File: config.mk
export PLATFORM = sky130hd
export DESIGN_NAME = http_body_dechunker
export DESIGN_NICKNAME = d
export VERILOG_FILES = /design/src/hbd_pkg.sv /design/src/http_body_dechunker.sv /design/src/hbd_step.sv
export SDC_FILE = /design/constraint.sdc
export NUM_CORES = 1
export LEC_CHECK = 0
export ABC_AREA = 1
export BUFFER_PORTS_ARGS = -buffer_cell sky130_fd_sc_hd__buf_2
export CAP_MARGIN = 5
export CORE_ASPECT_RATIO = 0.5
export CORE_MARGIN = 1.5
export CORE_UTILIZATION = 45
export CTS_BUF_LIST = sky130_fd_sc_hd__clkbuf_8
export DETAILED_ROUTE_END_ITERATION = 7
export SETUP_SLACK_MARGIN = 0.3
export SLEW_MARGIN = 10
export SYNTH_ARGS = -nofsm -noshare
export SYNTH_HDL_FRONTEND = slang
export SYNTH_HIERARCHICAL = 1
export SYNTH_SLANG_ARGS = --single-unit
File: constraint.sdc
create_clock -name clk -period 2.6 [get_ports clk]
set_input_delay 0.39 -clock clk [delete_from_list [all_inputs] [get_ports clk]]
set_output_delay 0.39 -clock clk [all_outputs]
set_load 0.1 [all_outputs]
File: src/hbd_pkg.sv
package hbd_pkg;

	// parser phase
	typedef enum logic [2:0] {
		PH_START = 3'd0,
		PH_SIZE  = 3'd1,
		PH_EXT   = 3'd2,
		PH_DATA  = 3'd3,
		PH_TRAIL = 3'd4,
		PH_FIXED = 3'd5,
		PH_DONE  = 3'd6,
		PH_ERROR = 3'd7
	} hbd_phase_t;

	typedef struct packed {
		hbd_phase_t  phase;
		logic [30:0] size_acc;
		logic [30:0] bytes_rem;
		logic        digit_seen;
		logic        cr_seen;
	} hbd_state_t;

	// body modes, anything else runs until close
	localparam logic [1:0] MODE_CHUNKED = 2'd0;
	localparam logic [1:0] MODE_FIXED   = 2'd1;

	// status codes
	localparam logic [1:0] ST_RUN  = 2'd0;
	localparam logic [1:0] ST_DONE = 2'd1;
	localparam logic [1:0] ST_ERR  = 2'd2;

	// input commands
	localparam logic CMD_BYTE = 1'b0;
	localparam logic CMD_EOS  = 1'b1;

	// configuration register indexes
	localparam logic CFG_BODY_MODE      = 1'b0;
	localparam logic CFG_CONTENT_LENGTH = 1'b1;

	// characters
	localparam logic [7:0] CH_CR    = 8'h0D;
	localparam logic [7:0] CH_LF    = 8'h0A;
	localparam logic [7:0] CH_TAB   = 8'h09;
	localparam logic [7:0] CH_VT    = 8'h0B;
	localparam logic [7:0] CH_FF    = 8'h0C;
	localparam logic [7:0] CH_SPACE = 8'h20;
	localparam logic [7:0] CH_SEMI  = 8'h3B;

endpackage

File: src/http_body_dechunker.sv
// http body dechunker
// input channel: one transfer per item, cmd selects a stream byte (data_byte)
//   or the end-of-stream mark
// output channel: one transfer per input item carrying payload_byte,
//   payload_valid (byte is body data) and status (running, complete, error)
// config channel: cfg_index 0 writes body_mode (chunked, fixed length, until
//   close), cfg_index 1 writes content_length; cfg_ready is always high;
//   writes are to be made while the block is idle, which it does not enforce
// pipeline: an item sits in the input register, then its result goes into the
//   output register
// throughput: one item per cycle unless stalled; the whole per-byte parse is
//   one pass of combinational logic between the input and output registers
// stall: when out_ready is low the output register holds, the input register
//   fills and then in_ready drops; nothing is lost or repeated
// reset: arst_n clears both stage valids, the parser state to the start phase
//   and the config registers to chunked mode with zero length
// after complete or error every item reports the final status with no byte
module http_body_dechunker (
	input  logic        clk,
	input  logic        arst_n,
	input  logic        in_valid,
	output logic        in_ready,
	input  logic        cmd,
	input  logic [7:0]  data_byte,
	output logic        out_valid,
	input  logic        out_ready,
	output logic [7:0]  payload_byte,
	output logic        payload_valid,
	output logic [1:0]  status,
	input  logic        cfg_valid,
	output logic        cfg_ready,
	input  logic        cfg_index,
	input  logic [30:0] cfg_data
);
	import hbd_pkg::*;

	// configuration
	logic [1:0]  body_mode_q;
	logic [30:0] content_length_q;

	// input register
	logic       valid_s1;
	logic       cmd_s1;
	logic [7:0] data_byte_s1;

	// output register
	logic       valid_s2;
	logic [7:0] payload_byte_s2;
	logic       payload_valid_s2;
	logic [1:0] status_s2;

	// parser state
	hbd_state_t st_q;
	hbd_state_t st_nxt;

	logic [7:0] res_byte;
	logic       res_valid;
	logic [1:0] res_status;

	logic advance;

	// item moves from input register to output register when the latter frees
	assign advance   = valid_s1 && (!valid_s2 || out_ready);
	assign in_ready  = !valid_s1 || advance;
	assign cfg_ready = 1'b1;

	always_ff @(posedge clk or negedge arst_n) begin
		if (!arst_n) begin
			body_mode_q      <= MODE_CHUNKED;
			content_length_q <= '0;
		end else if (cfg_valid && cfg_ready) begin
			unique case (cfg_index)
				CFG_BODY_MODE:      body_mode_q      <= cfg_data[1:0];
				CFG_CONTENT_LENGTH: content_length_q <= cfg_data;
				default:            body_mode_q      <= body_mode_q;
			endcase
		end
	end

	// input register
	always_ff @(posedge clk or negedge arst_n) begin
		if (!arst_n) begin
			valid_s1 <= 1'b0;
		end else if (in_ready) begin
			valid_s1 <= in_valid;
		end
	end

	always_ff @(posedge clk) begin
		if (in_valid && in_ready) begin
			cmd_s1       <= cmd;
			data_byte_s1 <= data_byte;
		end
	end

	// per-byte parse against the current state
	hbd_step u_step (
		.cur            (st_q),
		.body_mode      (body_mode_q),
		.content_length (content_length_q),
		.cmd            (cmd_s1),
		.data_byte      (data_byte_s1),
		.nxt            (st_nxt),
		.payload_byte   (res_byte),
		.payload_valid  (res_valid),
		.status         (res_status)
	);

	// state commits together with the result
	always_ff @(posedge clk or negedge arst_n) begin
		if (!arst_n) begin
			st_q <= '{phase: PH_START, size_acc: '0, bytes_rem: '0,
				digit_seen: 1'b0, cr_seen: 1'b0};
		end else if (advance) begin
			st_q <= st_nxt;
		end
	end

	// output register
	always_ff @(posedge clk or negedge arst_n) begin
		if (!arst_n) begin
			valid_s2 <= 1'b0;
		end else if (advance) begin
			valid_s2 <= 1'b1;
		end else if (out_ready) begin
			valid_s2 <= 1'b0;
		end
	end

	always_ff @(posedge clk) begin
		if (advance) begin
			payload_byte_s2  <= res_byte;
			payload_valid_s2 <= res_valid;
			status_s2        <= res_status;
		end
	end

	assign out_valid     = valid_s2;
	assign payload_byte  = payload_byte_s2;
	assign payload_valid = payload_valid_s2;
	assign status        = status_s2;

	// a delivered body byte never comes with an error
	a_no_byte_on_error: assert property (@(posedge clk) disable iff (!arst_n)
		valid_s2 && payload_valid_s2 |-> status_s2 != ST_ERR)
		else $error("body byte reported together with error status");

	// terminal phases are sticky
	a_done_sticky: assert property (@(posedge clk) disable iff (!arst_n)
		st_q.phase == PH_DONE |=> st_q.phase == PH_DONE)
		else $error("left the done phase");

	a_error_sticky: assert property (@(posedge clk) disable iff (!arst_n)
		st_q.phase == PH_ERROR |=> st_q.phase == PH_ERROR)
		else $error("left the error phase");

	// an error result shown on the port matches the committed state
	a_err_matches_state: assert property (@(posedge clk) disable iff (!arst_n)
		valid_s2 && status_s2 == ST_ERR |-> st_q.phase == PH_ERROR)
		else $error("error status without error phase");

endmodule

File: src/hbd_step.sv
module hbd_step (
	input  hbd_pkg::hbd_state_t cur,
	input  logic [1:0]          body_mode,
	input  logic [30:0]         content_length,
	input  logic                cmd,
	input  logic [7:0]          data_byte,
	output hbd_pkg::hbd_state_t nxt,
	output logic [7:0]          payload_byte,
	output logic                payload_valid,
	output logic [1:0]          status
);
	import hbd_pkg::*;

	// {is hex, value}
	function automatic logic [4:0] hex_decode(input logic [7:0] ch);
		logic [4:0] r;
		begin
			r = '0;
			if (ch >= 8'h30 && ch <= 8'h39) begin
				r = {1'b1, ch[3:0]};
			end else if ((ch >= 8'h61 && ch <= 8'h66) || (ch >= 8'h41 && ch <= 8'h46)) begin
				r = {1'b1, 4'(ch[3:0] + 4'd9)};
			end
			return r;
		end
	endfunction

	function automatic logic is_blank(input logic [7:0] ch);
		return ch == CH_SPACE || ch == CH_TAB || ch == CH_VT || ch == CH_FF || ch == CH_CR;
	endfunction

	function automatic logic in_line(input hbd_phase_t p);
		return p == PH_SIZE || p == PH_EXT || p == PH_TRAIL;
	endfunction

	function automatic hbd_state_t line_char(input hbd_state_t s, input logic [7:0] ch);
		hbd_state_t r;
		logic [4:0] h;
		begin
			r = s;
			h = hex_decode(ch);
			if (s.phase == PH_SIZE) begin
				if (h[4]) begin
					if (s.size_acc[30:27] != 4'd0) begin
						r.phase = PH_ERROR;
					end else begin
						r.size_acc   = {s.size_acc[26:0], h[3:0]};
						r.digit_seen = 1'b1;
					end
				end else if (!s.digit_seen && is_blank(ch)) begin
					r.phase = PH_SIZE;
				end else if (ch == CH_SEMI && s.digit_seen) begin
					r.phase = PH_EXT;
				end else begin
					r.phase = PH_ERROR;
				end
			end else if (s.phase == PH_TRAIL) begin
				r.phase = PH_ERROR;
			end
			return r;
		end
	endfunction

	function automatic hbd_state_t line_end(input hbd_state_t s);
		hbd_state_t r;
		begin
			r = s;
			if (s.phase == PH_SIZE || s.phase == PH_EXT) begin
				if (!s.digit_seen) begin
					r.phase = PH_ERROR;
				end else if (s.size_acc == '0) begin
					r.phase = PH_DONE;
				end else begin
					r.bytes_rem = s.size_acc;
					r.phase     = PH_DATA;
				end
			end else if (s.phase == PH_TRAIL) begin
				r.phase      = PH_SIZE;
				r.size_acc   = '0;
				r.digit_seen = 1'b0;
			end
			return r;
		end
	endfunction

	function automatic hbd_state_t line_plain(input hbd_state_t s, input logic [7:0] ch);
		hbd_state_t r;
		begin
			r = s;
			if (ch == CH_CR) begin
				r.cr_seen = 1'b1;
			end else if (ch == CH_LF) begin
				r = line_end(s);
			end else begin
				r = line_char(s, ch);
			end
			return r;
		end
	endfunction

	hbd_state_t s;
	logic [30:0] rem_dec;

	always_comb begin
		s             = cur;
		payload_valid = 1'b0;
		payload_byte  = '0;
		rem_dec       = '0;

		// mode is sampled only at the start phase
		if (s.phase == PH_START) begin
			if (body_mode == MODE_CHUNKED) begin
				s.phase      = PH_SIZE;
				s.size_acc   = '0;
				s.digit_seen = 1'b0;
				s.cr_seen    = 1'b0;
			end else if (body_mode == MODE_FIXED) begin
				s.bytes_rem = content_length;
				s.phase     = (content_length == '0) ? PH_DONE : PH_FIXED;
			end else if (cmd == CMD_EOS) begin
				s.phase = PH_DONE;
			end else begin
				payload_valid = 1'b1;
				payload_byte  = data_byte;
			end
		end

		if (in_line(s.phase)) begin
			if (cmd == CMD_EOS) begin
				s.phase = PH_ERROR;
			end else if (s.cr_seen) begin
				s.cr_seen = 1'b0;
				if (data_byte == CH_LF) begin
					s = line_end(s);
				end else begin
					// lone cr counts as a line character
					s = line_char(s, CH_CR);
					if (in_line(s.phase)) begin
						s = line_plain(s, data_byte);
					end
				end
			end else begin
				s = line_plain(s, data_byte);
			end
		end else if (s.phase == PH_DATA || s.phase == PH_FIXED) begin
			if (cmd == CMD_EOS) begin
				s.phase = PH_ERROR;
			end else begin
				payload_valid = 1'b1;
				payload_byte  = data_byte;
				rem_dec       = s.bytes_rem - 31'd1;
				s.bytes_rem   = rem_dec;
				if (rem_dec == '0) begin
					s.phase = (s.phase == PH_DATA) ? PH_TRAIL : PH_DONE;
				end
			end
		end

		nxt = s;

		unique case (s.phase)
			PH_DONE:  status = ST_DONE;
			PH_ERROR: status = ST_ERR;
			default:  status = ST_RUN;
		endcase
	end

endmodule

==> metrics.log <==
[metrics] outcome: finished, violations left
[metrics] failing checks: setup timing
[metrics] CTS Buf Count: 17
[metrics] clock sink count: 122
[metrics] post-route cell area: 14,800 sq um
[metrics] met3 Resource Use GR: 0.0805
[metrics] Unique masters post-synth: 45
[metrics] Critical Path Sink Type: flip-flop
[metrics] number of global-route vias before repair: 11,400
[metrics] nature of the critical path startpoint: flip-flop
[metrics] final cycle utilization of the critical path: 1.22
[metrics] total routing usage reported by global routing: 0.354
[metrics] synthesized area per cell: 6.14 sq um
[metrics] number of enable flip-flop cells after synthesis: 20
[metrics] insertion delay of the later-clocked pin in the worst-skew pair: 500 ps
[metrics] Tmin final: 3180 ps
[metrics] die width: 212 um
[metrics] setup repair after global routing missed its margin: yes
[metrics] Peak Freq: 0.314 GHz
[metrics] power per cell area: 1140 nW/um^2
[metrics] die footprint: 22,900 sq um
[metrics] Antenna Diode Count: 0
[metrics] Synth Area in Compound Gates: 0.126
[metrics] # fillers: 1,890
[metrics] total setup violations reported at the end of the flow: 70
[metrics] aggregate global routing overflow: 0
[metrics] footprint of the multi-input gates: 6500 sq um
[metrics] routed via count: 12,500
[metrics] number of top-level pins: 60
[metrics] starting density of the core: 0.457
[metrics] placed inst area: 12,800 sq um
[metrics] proportion of layout cells with a drive suffix above 1: 0.343
[metrics] leading cell type in the layout, fill and taps excluded: sky130_fd_sc_hd__nand2_1
[metrics] Storage cell area: 3160 sq um
[metrics] required time at the worst-slack endpoint: 2850 ps
[metrics] # Max-Cap Violations: 0
[metrics] Yosys warnings: 6
[metrics] Routability Congestion: 0.983
[metrics] cell chosen for the clock root: sky130_fd_sc_hd__clkbuf_8
[metrics] cell area after technology mapping: 9860 sq um
[metrics] synthesized netlist net count: 1,660
[metrics] drt total wl: 41,600 um
[metrics] Worst Path Arrival: 3430 ps
[metrics] simple-gate share of the synthesized area: 0.424
[metrics] setup clock skew after layout: 13.6 ps
[metrics] busiest layer in global routing: met1
[metrics] XOR/XNOR share of the synthesized area: 0.00355
[metrics] worst setup slack after layout: -581 ps
[metrics] CTS HTree Levels: 4
[metrics] TNS Setup: -28,020 ps
[metrics] share of the yosys chip area belonging to registers: 0.320
[metrics] adder and majority cell fraction of the synthesized area: 0.00888
[metrics] register clock-pin slew on the reported worst setup and hold paths: 80 ps
[metrics] largest area contributor in the synthesized netlist: sky130_fd_sc_hd__dfrtp_1
[metrics] mux cell area share after synthesis: 0
[metrics] class of the most critical setup path: reg2reg
[metrics] share of synthesized registers carrying an async set or reset: 0.836
[metrics] flip-flop cell with the highest count after synthesis: sky130_fd_sc_hd__dfrtp_1
[metrics] synthesized instance count: 1,607
[metrics] number of antenna violations at the first check in global routing: 0
[metrics] number of slew-limit violations in the final report: 0
[metrics] area of the core: 21,600 sq um
[metrics] register bit total from synthesis: 122
[metrics] total leakage power: 7.57 nW
[metrics] iteration count of the initial detailed-routing pass: 6
[metrics] Clock Tree Buf Depth: 2
[metrics] post-route antenna net violation count: 0
[metrics] main combinational cell family by area after synthesis: simple AND/OR/NAND/NOR gates
[metrics] synthesis-to-finish area growth: 49.8%
[metrics] type of the worst min-delay path: in2reg
[metrics] number of hold violations in the final report: 0
[metrics] most used cells in the layout excluding fill and tap cells: sky130_fd_sc_hd__nand2_1 (505), sky130_fd_sc_hd__buf_4 (290), sky130_fd_sc_hd__inv_1 (179)
[metrics] overall die height: 108 um
[metrics] WL/cell: 18.3 um
[metrics] proportion of netlist area held by the largest area contributor: 0.259
[metrics] # nets final: 2,017
[metrics] crit-path max FO: 17
[metrics] clock tree from TritonCTS: done
[metrics] GRT met2 Usage: 0.517
[metrics] maximum vdd drop: 0.000696 V
[metrics] pin count of the biggest net entering global routing: 69
[metrics] slew at the pin closest to its max-slew limit: 851 ps
[metrics] Starting DRT DRC Count: 1,583
[metrics] remaining design rule violation count: 0
[metrics] cell types with the largest area share after synthesis: sky130_fd_sc_hd__dfrtp_1 (26%), sky130_fd_sc_hd__nand2_1 (21%), sky130_fd_sc_hd__nand3_1 (8.8%)
[metrics] met1 Use GR: 0.524
[metrics] via density per instance: 5.49
[metrics] global-route wire length before repair: 61,400 um
[metrics] Site Rows: 38
[metrics] count of input and output buffers: 58
[metrics] relative slew slack: 0.433
[metrics] post-detail-place hpwl: 29,700 um
[stage by stage]
stage                     utilization  hold slack [ps]  power [mW]  std cells  setup WS, ps
after global placement          0.591              362        13.1       2200          -619
after floorplan                     -             94.4        8.21       1607         -6.63
after detailed placement        0.591              369        13.2       2200          -613
after CTS                       0.639             39.0        15.6       2250          -482
after global routing            0.684             38.2        17.8       2277          -784
final                           0.684             64.4        16.8       2277          -581
[power breakdown]
part	internal (mW)	switching (mW)	total, mW
Sequential	2.38	0.257	2.63
Combinational	5.18	7.31	12.5
Clock	0.828	0.838	1.67
Total	8.38	8.41	16.8
[cell usage after synthesis (all sizes together) (2+ instances only)]
library cell and instances:
o211ai 13, o311ai 3, a21oi 39, a31oi 2, nor3 10, nand3 175
clkbuf 24, or2 2, nand2 575, a211oi 15, ha 7, xor2 4
nor4 4, o32ai 3, o21ai 145, dfrtp 102, buf 52, inv 196
nand4 46, edfxtp 20, nor2 161
[final cells by class]
| type | instances | share of cell area |
|---|---|---|
| inverters | 197 | 0.0514 |
| repair buffers | 413 | 0.243 |
| well taps | 300 | 0.0254 |
| multi-input cells | 1212 | 0.440 |
| clock inverters | 15 | 0.00923 |
| flip-flops and latches | 122 | 0.214 |
| repair inverters | 1 | 0.000508 |
| clock buffers | 17 | 0.0158 |
[worst max-delay path, cell delays in order (launching register included)]
cell and delay (ps):
sky130_fd_sc_hd__dfrtp_1 450, sky130_fd_sc_hd__nor2_4 210, sky130_fd_sc_hd__nand3_4 150, sky130_fd_sc_hd__clkbuf_16 220, sky130_fd_sc_hd__buf_4 140, sky130_fd_sc_hd__nand2_1 50, sky130_fd_sc_hd__nand2_1 80, sky130_fd_sc_hd__buf_4 140
sky130_fd_sc_hd__nor2_1 80, sky130_fd_sc_hd__nand2_1 60, sky130_fd_sc_hd__nor2_1 140, sky130_fd_sc_hd__nand2_1 80, sky130_fd_sc_hd__nand2_1 80, sky130_fd_sc_hd__nand2_2 90, sky130_fd_sc_hd__inv_1 170, sky130_fd_sc_hd__nand4_1 170
sky130_fd_sc_hd__nor2_2 150, sky130_fd_sc_hd__nand4_1 170, sky130_fd_sc_hd__nand2_1 110, sky130_fd_sc_hd__nand2_1 80, sky130_fd_sc_hd__nand2_1 70, sky130_fd_sc_hd__nor2_1 50
[metal layers]
metal / vias to the layer above / wire length, um
li1: 5906 / -
met1: 5949 / 19500
met2: 576 / 17200
met3: 79 / 4060
met4: 0 / 945
met5: - / 0
[worst paths after layout]
check / startpoint / endpoint / slack (ps) / cells past startpoint
max: body_mode_q[1]$_DFFE_PN0P_ / status[1]$_DFFE_PP_ / -580 / 21
min: cmd / cmd_s1$_DFFE_PP_ / 60 / 1
max reg2reg: body_mode_q[1]$_DFFE_PN0P_ / status[1]$_DFFE_PP_ / -580 / 21
min reg2reg: st_q[31]$_DFFE_PN0P_ / st_q[31]$_DFFE_PN0P_ / 470 / 2
max in group asynchronous: arst_n / st_q[20]$_DFFE_PN0P_ / 1460 / 3
min in group asynchronous: arst_n / content_length_q[5]$_DFFE_PN0P_ / 390 / 2
[cell families after synthesis]
family | after synthesis
AO/OA/AOI/OAI | 225
AND/OR/NAND/NOR | 975
adder cells (fa/ha/maj) | 7
buffers and inverters | 273
XOR/XNOR | 4
other | 1
flip-flops | 122
[what timing repair did]
action / CTS / global route
hold buffers: 1 / 0
resized for setup: 131 / 222
endpoints found under the hold margin: 29 / 0
endpoints found under the setup margin: 78 / 78
setup buffers: 10 / 21
cloned: 7 / 6
pin swaps: 39 / 75
[registers in the layout, summed over array words and instances, names as in the netlist]
signal            cells
body_mode_q           2
cmd_s1                1
content_length_q     31
data_byte_s1          8
out_valid             1
payload_byte          8
payload_valid         1
st_q                 67
status                2
valid_s1              1
(Power assumes the default switching activity.)
